==> config.mk <==
export PLATFORM = sky130hd
export DESIGN_NAME = rgb_to_hsv_converter
export DESIGN_NICKNAME = d
export VERILOG_FILES = /design/src/rtl/rhsv_pkg.sv /design/src/rtl/rhsv_front.sv /design/src/rtl/rhsv_cell.sv /design/src/rtl/rhsv_back.sv /design/src/rtl/rgb_to_hsv_converter.sv
export SDC_FILE = /design/constraint.sdc
export NUM_CORES = 1
export LEC_CHECK = 0
export ABC_AREA = 1
export BUFFER_PORTS_ARGS = -buffer_cell sky130_fd_sc_hd__clkbuf_2
export CAP_MARGIN = 30
export CORE_ASPECT_RATIO = 1.5
export CORE_MARGIN = 2
export CORE_UTILIZATION = 45
export CTS_CLUSTER_SIZE = 14
export DETAILED_ROUTE_END_ITERATION = 7
export GPL_TIMING_DRIVEN = 0
export HOLD_SLACK_MARGIN = 0.03
export SKIP_CTS_REPAIR_TIMING = 1
export SLEW_MARGIN = 20
export SYNTH_ARGS = -nofsm -noshare
export SYNTH_HDL_FRONTEND = slang
export SYNTH_HIERARCHICAL = 1
export SYNTH_SLANG_ARGS = --single-unit
export TNS_END_PERCENT = 10
==> constraint.sdc <==
create_clock -name clk -period 14.16 [get_ports clk]
set_input_delay 2.832 -clock clk [delete_from_list [all_inputs] [get_ports clk]]
set_output_delay 2.832 -clock clk [all_outputs]
set_load 0.05 [all_outputs]
==> src/rtl/rhsv_pkg.sv <==
// shared types and constants for the rgb to hsv converter
package rhsv_pkg;

  // field widths of one item in each direction
  localparam int IN_BITS     = 8;
  localparam int HUE_BITS    = 15;
  localparam int SAT_BITS    = 13;
  localparam int BRIGHT_BITS = 8;

  // quotient bits resolved by the cell row, one bit per cell
  localparam int QUO_BITS = 13;

  // fixed point scale factors
  localparam int SAT_SHIFT   = 12;
  localparam int HUE_SECTOR  = 3840;
  localparam int HUE_CIRCLE  = 23040;
  localparam int HUE_GREEN   = 7680;
  localparam int HUE_BLUE    = 15360;

  // sector codes, chosen by the largest component
  localparam logic [1:0] SECT_RED   = 2'd0;
  localparam logic [1:0] SECT_GREEN = 2'd1;
  localparam logic [1:0] SECT_BLUE  = 2'd2;

  typedef struct packed {
    logic [IN_BITS-1:0] red;
    logic [IN_BITS-1:0] green;
    logic [IN_BITS-1:0] blue;
  } pixel_t;

  typedef struct packed {
    logic [HUE_BITS-1:0]    hue;
    logic [SAT_BITS-1:0]    saturation;
    logic [BRIGHT_BITS-1:0] brightness;
  } hsv_t;

  // item tag that rides along the cell row
  typedef struct packed {
    logic                   valid;
    logic                   black;
    logic                   grey;
    logic                   neg;
    logic [1:0]             sector;
    logic [BRIGHT_BITS-1:0] bright;
  } tag_t;

  // fixed width part of both dividers: pending dividend bits and quotients
  typedef struct packed {
    logic [QUO_BITS-1:0] low_s;
    logic [QUO_BITS-1:0] low_h;
    logic [QUO_BITS-1:0] q_s;
    logic [QUO_BITS-1:0] q_h;
  } lane_t;

endpackage

==> src/rtl/rhsv_front.sv <==
// input stage: max, min, sector pick and divider setup
module rhsv_front import rhsv_pkg::*; #(
  parameter int CW = 8
) (
  input  logic          clk,
  input  logic          rst,
  input  logic          load,
  input  pixel_t        pixel,
  output logic [CW-1:0] rem_s,
  output logic [CW-1:0] rem_h,
  output logic [CW-1:0] div_s,
  output logic [CW-1:0] div_h,
  output lane_t         lane,
  output tag_t          tag
);

  localparam int IW = (CW < IN_BITS) ? CW : IN_BITS;
  localparam int NW = CW + SAT_SHIFT;

  logic [CW-1:0]   r_c, g_c, b_c;
  logic [CW-1:0]   mx, mn, d, op_a, op_b, e;
  logic [1:0]      sector;
  logic            neg;
  logic [NW-1:0]   n_s, n_h;

  // components masked to the configured width
  assign r_c = CW'(pixel.red[IW-1:0]);
  assign g_c = CW'(pixel.green[IW-1:0]);
  assign b_c = CW'(pixel.blue[IW-1:0]);

  // extremes and sector, ties go to red and then green
  always_comb begin
    mx = r_c;
    mn = r_c;
    if (g_c > mx) mx = g_c;
    if (b_c > mx) mx = b_c;
    if (g_c < mn) mn = g_c;
    if (b_c < mn) mn = b_c;
    d = mx - mn;
    if (mx == r_c) begin
      sector = SECT_RED;
      op_a   = g_c;
      op_b   = b_c;
    end else if (mx == g_c) begin
      sector = SECT_GREEN;
      op_a   = b_c;
      op_b   = r_c;
    end else begin
      sector = SECT_BLUE;
      op_a   = r_c;
      op_b   = g_c;
    end
    neg = (op_a < op_b);
    e   = neg ? (op_b - op_a) : (op_a - op_b);
  end

  // dividends: d * 4096 and e * 3840 as shift and subtract
  assign n_s = NW'(d) << SAT_SHIFT;
  assign n_h = (NW'(e) << SAT_SHIFT) - (NW'(e) << 8);

  // valid bit is reset; payload, where upper dividend bits seed the remainder, is not
  always_ff @(posedge clk) begin
    if (rst) begin
      tag.valid <= 1'b0;
    end else begin
      tag.valid <= load;
    end
    rem_s      <= CW'(n_s >> QUO_BITS);
    rem_h      <= CW'(n_h >> QUO_BITS);
    div_s      <= mx;
    div_h      <= d;
    lane.low_s <= n_s[QUO_BITS-1:0];
    lane.low_h <= n_h[QUO_BITS-1:0];
    lane.q_s   <= '0;
    lane.q_h   <= '0;
    tag.black  <= (mx == '0);
    tag.grey   <= (d == '0);
    tag.neg    <= neg;
    tag.sector <= sector;
    tag.bright <= BRIGHT_BITS'(mx);
  end

endmodule

==> src/rtl/rhsv_cell.sv <==
// one cell of the divider row: one quotient bit of each division
module rhsv_cell import rhsv_pkg::*; #(
  parameter int CW   = 8,
  parameter int STEP = 0
) (
  input  logic          clk,
  input  logic          rst,
  input  logic [CW-1:0] rem_s_in,
  input  logic [CW-1:0] rem_h_in,
  input  logic [CW-1:0] div_s_in,
  input  logic [CW-1:0] div_h_in,
  input  lane_t         lane_in,
  input  tag_t          tag_in,
  output logic [CW-1:0] rem_s,
  output logic [CW-1:0] rem_h,
  output logic [CW-1:0] div_s,
  output logic [CW-1:0] div_h,
  output lane_t         lane,
  output tag_t          tag
);

  localparam int BIT = QUO_BITS - 1 - STEP;

  logic [CW:0] t_s, t_h;
  logic        ge_s, ge_h;

  // bring down the next dividend bit and try the subtract
  assign t_s  = {rem_s_in, lane_in.low_s[BIT]};
  assign t_h  = {rem_h_in, lane_in.low_h[BIT]};
  assign ge_s = (t_s >= {1'b0, div_s_in});
  assign ge_h = (t_h >= {1'b0, div_h_in});

  // valid bit is reset; remainders, quotients and carried payload are not
  always_ff @(posedge clk) begin
    if (rst) begin
      tag.valid <= 1'b0;
    end else begin
      tag.valid <= tag_in.valid;
    end
    rem_s      <= ge_s ? CW'(t_s - {1'b0, div_s_in}) : t_s[CW-1:0];
    rem_h      <= ge_h ? CW'(t_h - {1'b0, div_h_in}) : t_h[CW-1:0];
    div_s      <= div_s_in;
    div_h      <= div_h_in;
    lane.low_s <= lane_in.low_s;
    lane.low_h <= lane_in.low_h;
    lane.q_s   <= {lane_in.q_s[QUO_BITS-2:0], ge_s};
    lane.q_h   <= {lane_in.q_h[QUO_BITS-2:0], ge_h};
    tag.black  <= tag_in.black;
    tag.grey   <= tag_in.grey;
    tag.neg    <= tag_in.neg;
    tag.sector <= tag_in.sector;
    tag.bright <= tag_in.bright;
  end

endmodule

==> src/rtl/rhsv_back.sv <==
// output stage: hue offset, wrap, special cases and result register
module rhsv_back import rhsv_pkg::*; (
  input  logic  clk,
  input  logic  rst,
  input  lane_t lane,
  input  tag_t  tag,
  output logic  strobe,
  output hsv_t  result
);

  logic [15:0] base, mag, sum, hue_w;

  // sector offset
  always_comb begin
    case (tag.sector)
      SECT_RED:   base = 16'd0;
      SECT_GREEN: base = 16'(HUE_GREEN);
      SECT_BLUE:  base = 16'(HUE_BLUE);
      default:    base = 16'd0;
    endcase
  end

  // signed add in two's complement, wrap a negative hue by a full circle
  always_comb begin
    mag   = 16'(lane.q_h);
    sum   = base + (tag.neg ? (~mag + 16'd1) : mag);
    hue_w = sum[15] ? (sum + 16'(HUE_CIRCLE)) : sum;
  end

  // strobe
  always_ff @(posedge clk) begin
    if (rst) begin
      strobe <= 1'b0;
    end else begin
      strobe <= tag.valid;
    end
  end

  // result fields
  always_ff @(posedge clk) begin
    result.hue        <= tag.grey ? '0 : hue_w[HUE_BITS-1:0];
    result.saturation <= tag.black ? '0 : lane.q_s;
    result.brightness <= tag.bright;
  end

endmodule

==> src/rtl/rgb_to_hsv_converter.sv <==
// top level of the rgb to hsv converter
//
// Usage:
//   Drive pixel and raise start; the item is taken at a clock edge where
//   start is high and busy is low. busy is high only while rst is high,
//   so outside reset one item can be taken on every clock.
//   Each result appears on result for exactly one cycle with strobe high.
//   The receiver cannot hold results off and must take it in that cycle.
// Throughput and pipeline:
//   One item per clock outside reset. Each item passes through one setup
//   stage, a row of 13 divider cells that each resolve one quotient bit
//   of the saturation and of the hue division, and one output stage.
// Reset:
//   rst is synchronous; it clears the valid bits along the pipeline so no
//   strobe follows, and items in flight are dropped. Payload registers are
//   not reset.
module rgb_to_hsv_converter import rhsv_pkg::*; #(
  parameter int COMPONENT_BITS = 8
) (
  input  logic   clk,
  input  logic   rst,
  input  logic   start,
  output logic   busy,
  input  pixel_t pixel,
  output logic   strobe,
  output hsv_t   result
);

  localparam int CW = COMPONENT_BITS;

  logic [CW-1:0] rem_s [0:QUO_BITS];
  logic [CW-1:0] rem_h [0:QUO_BITS];
  logic [CW-1:0] div_s [0:QUO_BITS];
  logic [CW-1:0] div_h [0:QUO_BITS];
  lane_t         lane  [0:QUO_BITS];
  tag_t          tag   [0:QUO_BITS];

  // items are refused only during reset
  assign busy = rst;

  // setup stage
  rhsv_front #(.CW(CW)) u_front (
    .clk   (clk),
    .rst   (rst),
    .load  (start && !busy),
    .pixel (pixel),
    .rem_s (rem_s[0]),
    .rem_h (rem_h[0]),
    .div_s (div_s[0]),
    .div_h (div_h[0]),
    .lane  (lane[0]),
    .tag   (tag[0])
  );

  // divider row, most significant quotient bit first
  for (genvar i = 0; i < QUO_BITS; i++) begin : g_cell
    rhsv_cell #(.CW(CW), .STEP(i)) u_cell (
      .clk      (clk),
      .rst      (rst),
      .rem_s_in (rem_s[i]),
      .rem_h_in (rem_h[i]),
      .div_s_in (div_s[i]),
      .div_h_in (div_h[i]),
      .lane_in  (lane[i]),
      .tag_in   (tag[i]),
      .rem_s    (rem_s[i+1]),
      .rem_h    (rem_h[i+1]),
      .div_s    (div_s[i+1]),
      .div_h    (div_h[i+1]),
      .lane     (lane[i+1]),
      .tag      (tag[i+1])
    );
  end

  // output stage
  rhsv_back u_back (
    .clk    (clk),
    .rst    (rst),
    .lane   (lane[QUO_BITS]),
    .tag    (tag[QUO_BITS]),
    .strobe (strobe),
    .result (result)
  );

endmodule

-- Yosys cells after proc, flatten, opt, wreduce, memory -nomap -nowiden
Cells that the tools add are included.
- input port bits: 27
- register bits after elaboration: 817
- reduce and logical (&&, ||, !) cells: 4
- order comparisons: 31
- multiplexer cells: 37
- $add $sub $neg: 31
- bitwise gates (word level): 1
- eq/ne operators: 4
- operator list (kind ; count):
    2-to-1 mux 8 bit ; 33
    >= comparator 9 x 8 -> 1 bit ; 24
    subtractor 8 bit ; 27
    case mux 14 bit (2 select lines) ; 1
    less-than comparator 8 bit ; 3
    subtractor 20 x 16 -> 20 bit ; 1
    adder 14 x 16 -> 16 bit ; 1
    adder 16 x 1 -> 16 bit (second input constant) ; 1
    == test 8 bit ; 2
    >= comparator 8 bit ; 2
    greater-than comparator 8 bit ; 2
    zero test 8 bit ; 2
    2-to-1 mux 16 bit ; 1
    NOT 13 -> 16 bit ; 1
    adder 15 bit (second input constant) ; 1
    2-to-1 mux 15 bit ; 1
    == test 2 x 1 -> 1 bit (second input constant) ; 1
    == test 2 bit (second input constant) ; 1
    2-to-1 mux 2 bit ; 1
    logical AND 1 bit ; 1
    zero test 1 bit ; 1

-- Longest topological paths before layout
Gate-level depths: netlist of run 1.
- depth after elaboration: 10
- mapped depth: 59

-- Cells and area by module
The synthesis of run 1 kept the hierarchy.
- by module, submodules not included (module ; cells each ; sequential area each (um^2) ; area an instance (um^2) ; instances):
    rhsv_cell (g_cell[12].u_cell ...) ; 316 ; 1961.9 ; 3126.7 ; 7
    rhsv_cell (g_cell[0].u_cell ...) ; 317 ; 1961.9 ; 3194.3 ; 5
    rhsv_front ; 650 ; 680.7 ; 4336.7 ; 1
    rhsv_cell (g_cell[11].u_cell) ; 317 ; 1961.9 ; 3203.1 ; 1
    rhsv_back ; 214 ; 740.7 ; 1635.3 ; 1
    rgb_to_hsv_converter ; 3 ; 0.0 ; 17.5 ; 1

-- Worst setup path before layout of run 1
Ideal clock, no wire load.
- path kind: input -> register
- from: input pixel[23] (netlist bit)
- to: register u_front.rem_h[4]
- slack: 5.330 ns
- buffers on the path: 5
- arrival time: 8.718 ns
- cell stages on the path: 53
- cells stage by stage: inv_1 > ha_1 > a21o_1 > nor2_1 > nand2_2 > nand2_2 > buf_6 > nand2_1 > nand2_1 > inv_1 > ha_1 > inv_1 > o21bai_1 > nand2_1 > nand2_1 > nand2_1 > nand2_1 > nand2_2 > [17 not listed] > buf_2 > a21o_1 > a31oi_1 > nand2_1 > inv_2 > o211ai_1 > o21ai_0 > o221ai_1 > xor2_1 > inv_1 > ha_1 > inv_1 > o21bai_1 > inv_2 > nand2_2 > nand2_2 > nand3_1 > nand2_1
- cells in the longest elaborated chain, start to end: 10
- elaborated cells between the ends (all ways): 15
- RTL lines (what ; line ; source):
    start, declared ; rgb_to_hsv_converter.sv:24 ; input pixel_t pixel,
    greater-than comparator 8 bit ; rhsv_front.sv:35 ; if (g_c > mx) mx = g_c;
    2-to-1 mux 8 bit ; rhsv_front.sv:35 ;
    greater-than comparator 8 bit ; rhsv_front.sv:36 ; if (b_c > mx) mx = b_c;
    2-to-1 mux 8 bit ; rhsv_front.sv:36 ;
    == test 8 bit ; rhsv_front.sv:44 ; end else if (mx == g_c) begin
    2-to-1 mux 8 bit ; rhsv_front.sv:44 ;
    2-to-1 mux 8 bit ; rhsv_front.sv:40 ; if (mx == r_c) begin
    less-than comparator 8 bit (*) ; rhsv_front.sv:53 ; neg = (op_a < op_b);
    via u_front.neg ; rhsv_front.sv:23 ; logic neg;
    2-to-1 mux 8 bit (*) ; rhsv_front.sv:54 ; e = neg ? (op_b - op_a) : (op_a - op_b);
    subtractor 20 x 16 -> 20 bit (*) ; rhsv_front.sv:59 ; assign n_h = (NW'(e) << SAT_SHIFT) - (NW'(e) << 8);
    via u_front.n_h[17] ; rhsv_front.sv:24 ; logic [NW-1:0] n_s, n_h;
    end signal, assigned ; rhsv_front.sv:69 ; rem_h <= CW'(n_h >> QUO_BITS);
    end, declared ; rhsv_front.sv:10 ; output logic [CW-1:0] rem_h,
The timed path passes the listed nets; every way through them passes the cells marked *.
A chain may end at the register's enable or synchronous reset.

-- Worst setup path after layout of run 1
- from: input pixel[23] (netlist bit)
- to: register u_front.rem_h[5]
- cells in the longest elaborated chain, start to end: 10
- elaborated cells between the ends (all ways): 15
- RTL lines (what ; line ; source):
    greater-than comparator 8 bit ; rhsv_front.sv:35 ;
    2-to-1 mux 8 bit (*) ; rhsv_front.sv:35 ;
    greater-than comparator 8 bit ; rhsv_front.sv:36 ;
    2-to-1 mux 8 bit (*) ; rhsv_front.sv:36 ;
    via u_front.mx[7] ; rhsv_front.sv:21 ; logic [CW-1:0] mx, mn, d, op_a, op_b, e;
    == test 8 bit ; rhsv_front.sv:44 ;
    2-to-1 mux 8 bit ; rhsv_front.sv:44 ;
    2-to-1 mux 8 bit ; rhsv_front.sv:40 ;
    less-than comparator 8 bit (*) ; rhsv_front.sv:53 ;
    via u_front.neg ; rhsv_front.sv:23 ;
    2-to-1 mux 8 bit (*) ; rhsv_front.sv:54 ;
    subtractor 20 x 16 -> 20 bit (*) ; rhsv_front.sv:59 ;
    via u_front.n_h[18] ; rhsv_front.sv:24 ;
Marks and branches as above.

==> impl_results.md, run 1 <==
* GPL Wtd Cong at between 0.9 and 1
* Ant. Diodes at 0
* Syn-to-layout area delta at 12.82%
* DIE HEIGHT at about 360 um
* Die ar. at 88830 um^2
* Worst Hold Class: flop to flop
* Area of the multi-input gates at 15950 um^2
* Slew of the pin with the lowest slew margin at 0.7012 ns
* DRT Pass-1 Iters at 6
* CP bufs+invs at 11
* Max_slew headroom at between 50% and 60%
* Vias at around 27k
* CP max FO at 10
* Clk_lat worst skew at 0.66 ns
* Clk buf depth at 3
* Avg Inst Size Synth at around 8.7 um^2
* Core Region at roughly 86000 um^2
* Routed Antenna Nets at 0
* Fin nets at 4963
* PortBufs at 64
* CP Launch Type: input pin
* Crit-path slowest cell: fa_1
* TNS Setup at 0 ns
* Critical Path Max Stage Delay at roughly 0.48 ns
* Tot GR Track Use at between 10% and 20%
* # DRC at 0
* Achievable Freq at 100.8 MHz
* Hold slack final at 0.3059 ns
* I/O Pins at 65
* Row cnt at 132
* DP HPWL at about 57000 um
* Crit Path Class: input pin to flop
* Reg2Reg Setup Slack at approximately 11 ns
* Status: completed
* Unrepaired setup endpoints after global routing: false
* Synth warn at 6
* Clock skew at roughly 0.027 ns
* Post-Syn Area at slightly below 40000 um^2
* Clock sink count at between 900 and 1k
* Post-route minimum period at 9.923 ns
* Antenna violations before repair at 0
* Critical Path RT at approximately 15 ns
* Final Hold Viols at 0
* CP Capture Type: flop
* H-tree level count at 3
* Critical path arrival at approximately 10 ns
* Max-cap violations at 0
* Cts bufs inserted at 90
* Sequential cell area at 19520 um^2
* First-pass GRT wire length at 120000 um
* Mapped Cells at roughly 4.5k
* CP top delay family: simple AND/OR/NAND/NOR gates
* Die extent in x at about 240 um
* Via-to-Cell Ratio at approximately 4.6
* Final setup viols at 0
* Final WL at approximately 73000 um
* Total gr overflow at 0
* Clock slew at the register clock pins of the worst setup and hold paths at approximately 0.06 ns
* Vias in the first global route at 26.77k
* Slew Viols, Final at 0
* Period utilisation layout at roughly 70%
* Top cell by count, worst path: nand2_1
* Wire length per cell at approximately 12 um
* TritonCTS clock tree: built
* Clk root buf: clkbuf_16
* Fill cell count at about 8k
* Initial DRC count at between 900 and 1k
* Pin count of the biggest net entering global routing at 18
* Share of cells above drive strength 1 at 12.17%
* Initial core utilization at a little under half
==> cells in the final DEF (no fill, tap or decap), drive strengths merged, types with 4 or more instances in the layout <==
| master | n |
|---|---|
| xnor2 | 30 |
| dfxtp | 975 |
| fa | 28 |
| conb | 22 |
| nor2 | 190 |
| clkbuf | 191 |
| inv | 724 |
| or2 | 11 |
| a221oi | 9 |
| and2 | 8 |
| o22ai | 4 |
| clkinv | 27 |
| bufinv | 13 |
| nand2 | 1306 |
| buf | 83 |
| nand3 | 421 |
| o21ai | 42 |
| nor3 | 43 |
| a21o | 4 |
| ha | 265 |
| nand4 | 57 |
| a21oi | 159 |
| nand3b | 7 |
| xor2 | 66 |
==> path summary, 6_finish.rpt <==
check	from	to	cells after the start
worst max-delay path	pixel[23]	u_front/rem_h[5]	46
worst min-delay path	g_cell[9].u_cell/lane[1]	g_cell[10].u_cell/lane[2]	0
worst max register to register	g_cell[12].u_cell/lane[0]	u_back/result[34]	13
worst min register to register	g_cell[9].u_cell/lane[1]	g_cell[10].u_cell/lane[2]	0
==> routing by layer <==
metal	GRT usage, %	wire length [um]	up-vias
met1	14.57	25220	12145
met3	2.356	2036	225
met4	10.27	4071	0
met2	33.97	41170	405
li1	-	-	14216
met5	0	0	-
==> cell type report <==
cell class / count / area share, %
Clock inverter: 34 / 1.363
Tap cell: 1139 / 3.248
Buffer: 87 / 1.702
Clock buffer: 122 / 5.820
Multi-Input combinational cell: 2691 / 36.35
Sequential cell: 975 / 44.49
Timing Repair Buffer: 65 / 0.7557
Inverter: 733 / 6.271
==> stage by stage <==
stage	setup WS [ns]	instances	area, um^2	utilization [%]
after global placement	3.693	5689	40710	47.31
final	4.237	5846	43880	50.99
after floorplan	5.330	4486	38970	-
after CTS	4.321	5846	43880	50.99
after global routing	3.481	5846	43880	50.99
after detailed placement	3.630	5690	40720	47.33
==> sequential cells by signal (all words and copies together), names as in the netlist <==
| register | cells |
|---|---|
| u_front/rem_s | 1 |
| g_cell.u_cell/lane | 338 |
| g_cell.u_cell/div_s | 96 |
| u_front/tag | 14 |
| g_cell.u_cell/rem_s | 96 |
| g_cell.u_cell/tag | 182 |
| u_front/div_h | 7 |
| u_back/result | 36 |
| u_back/strobe | 1 |
| g_cell.u_cell/rem_h | 96 |
| g_cell.u_cell/div_h | 96 |
| u_front/lane | 5 |
| u_front/rem_h | 7 |
Power of run 1 is not shown: default switching activity piles up to over one toggle a cycle in this logic, so the estimate is an artifact.
==> run 2: changes to the inputs <==
==> constraint.sdc (replaced) <==
create_clock -name clk -period 8.8 [get_ports clk]
set_input_delay 1.76 -clock clk [delete_from_list [all_inputs] [get_ports clk]]
set_output_delay 1.76 -clock clk [all_outputs]
set_load 0.05 [all_outputs]
==> run 2 against run 1 <==
Net effect: setup slack got worse by 3.7 ns; first-iteration DRC count decreased by 2.7%; sequential cell count unchanged; utilization increased by 0.13 points; clock skew increased by 0.0014 ns; non-clock buffer count increased by 2; sequential share of layout area decreased by 0.11 points; critical path type unchanged.
==> impl_results.md, run 2 (synthesis results as in run 1) <==
* Clock sink count at 975 (unchanged)
* Die extent in x at 244.0 um (unchanged)
* Tot GR Track Use at 16.47% (unchanged)
* # DRC at 0 (unchanged)
* Register-to-Register Path Depth at 13 (unchanged)
* Vias in the first global route at 26.77k (unchanged)
* Critical Path RT at 9.35 ns (was 14.70 ns)
* Critical path arrival at 8.83 ns (was 10.46 ns)
* Initial core utilization at 45.19% (unchanged)
* First-pass GRT wire length at 120000 um (unchanged)
* CP Capture Type: flop (unchanged)
* CP max FO at 10 (unchanged)
* DIE HEIGHT at 364.0 um (unchanged)
* Max FFs per register at 338 (unchanged)
* Final WL at 72550 um (was 72500 um)
* Row cnt at 132 (unchanged)
* Largest Register: g_cell.u_cell/lane (unchanged)
* GPL Wtd Cong at 0.9155 (unchanged)
* Status: completed (unchanged)
* Hold path startpoint: g_cell[9].u_cell/lane[1] (unchanged)
* Hold Path End: g_cell[10].u_cell/lane[2] (unchanged)
* Share of cells above drive strength 1 at 12.57% (was 12.17%)
* Post-route minimum period at about 8.3 ns
* R2R Path Start: g_cell[12].u_cell/lane[0] (unchanged)
* Post-route insts no fill at 5848 (was 5846)
* Crit-path slowest cell: xor2_2 (was fa_1)
* Hold slack final at 0.3058 ns (was 0.3059 ns)
* Pin count of the biggest net entering global routing at 18 (unchanged)
* Clk buf depth at 3 (unchanged)
* Syn-to-layout area delta at 13.10% (was 12.82%)
* Slew of the pin with the lowest slew margin at 0.6728 ns (was 0.7012 ns)
* Antenna violations before repair at 0 (unchanged)
* Via-to-Cell Ratio at 4.611 (was 4.617)
* Vias at 26.97k (was 26.99k)
* Achievable Freq at 120.7 MHz
* Clock skew at 0.02839 ns (was 0.02703 ns)
* Clock slew at the register clock pins of the worst setup and hold paths at 0.06 ns (about the same)
* Clk root buf: clkbuf_16 (unchanged)
* Final Hold Viols at 0 (unchanged)
* Hold path cells at 0 (unchanged)
* DP HPWL at 57440 um (unchanged)
* Max_slew headroom at 54.67% (was 52.76%)
* Unrepaired setup endpoints after global routing: false (unchanged)
* CP top delay family: simple AND/OR/NAND/NOR gates (unchanged)
* Slew Viols, Final at 0 (unchanged)
* I/O Pins at 65 (unchanged)
* Fin nets at 4965 (was 4963)
* Core Region at 86050 um^2 (unchanged)
* Period utilisation layout at 94.13%
* Fill cell count at 8162 (was 8174)
* Cts bufs inserted at 90 (unchanged)
* CP Launch Type: input pin (unchanged)
* Pre-CTS setup slack at -0.6584 ns (was 3.630 ns)
* Ant. Diodes at 0 (unchanged)
* Placed cells at 5690 (unchanged)
* Initial DRC count at 891 (was 916)
* Total gr overflow at 0 (unchanged)
* H-tree level count at 3 (unchanged)
* Worst Hold Class: flop to flop (unchanged)
* CP bufs+invs at 14 (was 11)
* PortBufs at 64 (unchanged)
* Commonest cells after routing, fill and taps aside: 1172 x nand2_1, 975 x dfxtp_1, 693 x inv_1 (was 1173 x nand2_1, 975 x dfxtp_1, 693 x inv_1)
* Crit Path Class: input pin to flop (unchanged)
* Final setup viols at 0 (unchanged)
* Routed Antenna Nets at 0 (unchanged)
* Clk_lat worst skew at 0.66 ns (about the same)
* Die ar. at 88830 um^2 (unchanged)
* Reg2Reg Setup Slack at 5.99 ns (was 11.35 ns)
* Wire length per cell at 12.41 um (was 12.40 um)
* R2R Path End: u_back/result[34] (unchanged)
* Biggest regs: g_cell.u_cell/lane: 338 flops, g_cell.u_cell/tag: 182 flops (unchanged)
* Util after Layout at 51.12% (was 50.99%)
* TritonCTS clock tree: built (unchanged)
* Max-cap violations at 0 (unchanged)
* Final WS setup at 0.5169 ns (was 4.237 ns)
* Commonest non-fill, non-tap cell in the layout: nand2_1 (unchanged)
* Critical Path Max Stage Delay at 0.35 ns (was 0.48 ns)
* DRT Pass-1 Iters at 5 (was 6)
[run 2: changes by cell type in the layout (fill, tap and decap cells not counted), sizes merged]
| cell | change |
|---|---|
| buf | +2 |
[run 2: layout make-up]
cell class	count	area, um^2	share of cell area [%]
repair buffers	67	346.6	0.7880
plain buffers	87	749.5	1.704
inverters	733	2751	6.256
clock inverters	34	598.1	1.360
multi-input cells	2691	16040	36.47
well taps	1139	1425	3.240
flip-flops and latches	975	19520	44.38
clock buffers	122	2554	5.806
[run 2: through the flow]
step / TNS (ns) / area (um^2)
2_1_floorplan: 0 / 38970
3_3_place_gp: -3.133 / 40710
3_5_place_dp: -3.470 / 40720
4_1_cts: 0 / 43880
5_1_grt: 0 / 43980
6_report: 0 / 43980
[run 2: worst register-to-register path: cells and delay by family, from the launching register on]
kind / cells / cell delay [ns]
AND/OR/NAND/NOR: 4 / 0.39
adder cells (fa/ha/maj): 3 / 0.95
AO/OA/AOI/OAI: 3 / 0.55
XOR/XNOR: 1 / 0.32
buffers and inverters: 2 / 0.19
flip-flops: 1 / 0.31
[run 2: how the worst max path moves through the flow]
stage | start | slack, ns | cells past startpoint | end
after floorplan | pixel[23] | 1.04 | 53 | u_front/rem_h[4]
after global placement | pixel[23] | -0.60 | 47 | u_front/rem_h[5]
after detailed placement | pixel[23] | -0.66 | 47 | u_front/rem_h[5]
after CTS | pixel[23] | 0.03 | 47 | u_front/rem_h[5]
after global routing | pixel[17] | 0.02 | 50 | u_front/rem_h[5]
final | pixel[21] | 0.52 | 50 | u_front/rem_h[4]
[run 2: metal layers]
metal | GRT usage, % | vias to the layer above | share of wire, %
met4 | 10.27 | 0 | 5.7
met5 | 0 | - | 0
met1 | 14.57 | 12102 | 35
met2 | 33.97 | 423 | 57
li1 | - | 14212 | -
met3 | 2.356 | 231 | 2.9
Power of run 2 is left out for the same reason.
==> run 3: changes to the inputs <==
--- a/config.mk
+++ b/config.mk
@@ -9,14 +9,12 @@
 export BUFFER_PORTS_ARGS = -buffer_cell sky130_fd_sc_hd__clkbuf_2
 export CAP_MARGIN = 30
 export CORE_ASPECT_RATIO = 1.5
-export CORE_MARGIN = 2
 export CORE_UTILIZATION = 45
 export CTS_CLUSTER_SIZE = 14
 export DETAILED_ROUTE_END_ITERATION = 7
 export GPL_TIMING_DRIVEN = 0
 export HOLD_SLACK_MARGIN = 0.03
 export SKIP_CTS_REPAIR_TIMING = 1
-export SLEW_MARGIN = 20
 export SYNTH_ARGS = -nofsm -noshare
 export SYNTH_HDL_FRONTEND = slang
 export SYNTH_HIERARCHICAL = 1
==> run 3 against run 2 <==
Net effect: largest cell class unchanged; routed wire length grew 0.57%; fmax shrank 0.44%; via count shrank 0.36%; critical path type unchanged; final area shrank 0.62%.
==> impl_results.md, run 3 (synthesis results as in run 1) <==
* Status: completed (unchanged)
* Via-to-Cell Ratio at 4.605 (was 4.611)
* Clock slew at the register clock pins of the worst setup and hold paths at 0.06 ns (about the same)
* DP HPWL at 57480 um (was 57440 um)
* Commonest cells after routing, fill and taps aside: 1172 x nand2_1, 975 x dfxtp_1, 693 x inv_1 (unchanged)
* Routed Antenna Nets at 0 (unchanged)
* Max FFs per register at 338 (unchanged)
* CP Launch Type: input pin (unchanged)
* Pin count of the biggest net entering global routing at 18 (unchanged)
* Final WS setup at 0.4801 ns (was 0.5169 ns)
* PortBufs at 64 (unchanged)
* Max-cap violations at 0 (unchanged)
* Clk root buf: clkbuf_16 (unchanged)
* Largest Register: g_cell.u_cell/lane (unchanged)
* Fin nets at 4964 (was 4965)
* Util after Layout at 51.28% (was 51.12%)
* Top cell by count, worst path: nand2_1
* Pre-CTS setup slack at -0.8188 ns (was -0.6584 ns)
* End of the critical path: u_front/rem_h[6] (was u_front/rem_h[4])
* Critical Path RT at 9.34 ns (was 9.35 ns)
* CP Capture Type: flop (unchanged)
* Slew of the pin with the lowest slew margin at 0.5611 ns (was 0.6728 ns)
* Core Region at 85230 um^2 (was 86050 um^2)
* Slew Viols, Final at 0 (unchanged)
* Cts bufs inserted at 91 (was 90)
* Period utilisation layout at 94.54% (was 94.13%)
* Initial DRC count at 868 (was 891)
* CP max FO at 10 (unchanged)
* Die ar. at 87620 um^2 (was 88830 um^2)
* Crit-path slowest cell: ha_1 (was xor2_2)
* Reg2Reg Setup Slack at 6.11 ns (was 5.99 ns)
* Commonest non-fill, non-tap cell in the layout: nand2_1 (unchanged)
* Clk buf depth at 3 (unchanged)
* Unrepaired setup endpoints after global routing: false (unchanged)
* DIE HEIGHT at 362.0 um (was 364.0 um)
* Worst Setup SP: pixel[17] (was pixel[21])
* First-pass GRT wire length at 120200 um (was 120000 um)
* Share of cells above drive strength 1 at 12.31% (was 12.57%)
* Clock sink count at 975 (unchanged)
* Register-to-Register Path Depth at 13 (unchanged)
* Cell Area, Placed at 40710 um^2 (was 40720 um^2)
* R2R Path End: u_back/result[34] (unchanged)
* Ant. Diodes at 0 (unchanged)
* Row cnt at 131 (was 132)
* # DRC at 0 (unchanged)
* I/O Pins at 65 (unchanged)
* DRT Pass-1 Iters at 5 (unchanged)
* Post-route minimum period at 8.320 ns (was 8.283 ns)
* TritonCTS clock tree: built (unchanged)
* H-tree level count at 3 (unchanged)
* Fill cell count at 8126 (was 8162)
* Final WL at 72960 um (was 72550 um)
* Clock skew at 0.02345 ns (was 0.02839 ns)
* Worst Hold Class: flop to flop (unchanged)
* Critical path arrival at 8.86 ns (was 8.83 ns)
* Initial core utilization at 45.63% (was 45.19%)
* Critical Path Max Stage Delay at 0.38 ns (was 0.35 ns)
* Die extent in x at 242.0 um (was 244.0 um)
* Achievable Freq at 120.2 MHz (was 120.7 MHz)
* Final Cell Area at 43710 um^2 (was 43980 um^2)
* Syn-to-layout area delta at 12.40% (was 13.10%)
* GPL Wtd Cong at 0.9177 (was 0.9155)
* Hold path startpoint: g_cell[10].u_cell/lane[18] (was g_cell[9].u_cell/lane[1])
* Wire length per cell at 12.50 um (was 12.41 um)
* Biggest regs: g_cell.u_cell/lane: 338 flops, g_cell.u_cell/tag: 182 flops (unchanged)
* R2R Path Start: g_cell[12].u_cell/lane[0] (unchanged)
* Vias in the first global route at 26.61k (was 26.77k)
* Tot GR Track Use at 16.75% (was 16.47%)
* Max_slew headroom at 62.60% (was 54.67%)
* Final Hold Viols at 0 (unchanged)
* Crit Path Class: input pin to flop (unchanged)
* Final setup viols at 0 (unchanged)
* Total gr overflow at 0 (unchanged)
* Antenna violations before repair at 0 (unchanged)
* Clk_lat worst skew at 0.65 ns (was 0.66 ns)
* Vias at 26.87k (was 26.97k)
run 3: changes by cell type in the layout (fill, tap and decap cells not counted), sizes merged:
cell	before	now
buf	85	84
bufinv	13	10
clkbuf	191	183
clkinv	27	35
clkinvlp	3	5
inv	724	722
run 3: routing by layer:
metal | GRT usage (%) | part of all wire, % | routed length, um | up-vias
met4 | 10.06 | 5.1 | 3715 | 0
met1 | 14.41 | 35 | 25260 | 12053
li1 | - | - | - | 14217
met3 | 2.605 | 2.9 | 2129 | 200
met2 | 35.06 | 57 | 41850 | 400
met5 | 0 | 0 | 0 | -
run 3: how the worst min path moves through the flow:
stage / end / slack (ns) / cells past startpoint
after floorplan: g_cell[0].u_cell/lane[34] / 0.31 / 0
after global placement: u_back/result[0] / 0.31 / 0
after detailed placement: g_cell[10].u_cell/lane[21] / 0.31 / 0
after CTS: g_cell[1].u_cell/lane[42] / 0.31 / 0
after global routing: g_cell[1].u_cell/lane[42] / 0.32 / 0
final: g_cell[11].u_cell/lane[19] / 0.32 / 0
run 3: per-stage QoR:
step	hold WS [ns]	setup TNS, ns	cells
6_report	0.3158	0	5835
5_1_grt	0.3190	0	5835
4_1_cts	0.3081	-0.2516	5835
3_5_place_dp	0.3121	-4.547	5681
3_3_place_gp	0.3095	-4.423	5680
2_1_floorplan	0.3096	0	4486
run 3: layout make-up:
type / instances / area, um^2 / share of cell area, %
plain buffers: 87 / 752.0 / 1.720
repair buffers: 65 / 331.6 / 0.7586
clock inverters: 39 / 521.8 / 1.194
clock buffers: 115 / 2387 / 5.462
multi-input cells: 2691 / 16030 / 36.67
well taps: 1130 / 1414 / 3.235
inverters: 733 / 2754 / 6.300
flip-flops and latches: 975 / 19520 / 44.66
run 3: worst max-delay path: cells and delay by family:
kind            cells  cell delay, ns
xor+xnor            1            0.30
simple gates       28            2.71
compound gates      6            1.14
fa+ha+maj           4            1.28
buf+inv            13            1.63
Power of run 3 is left out for the same reason.
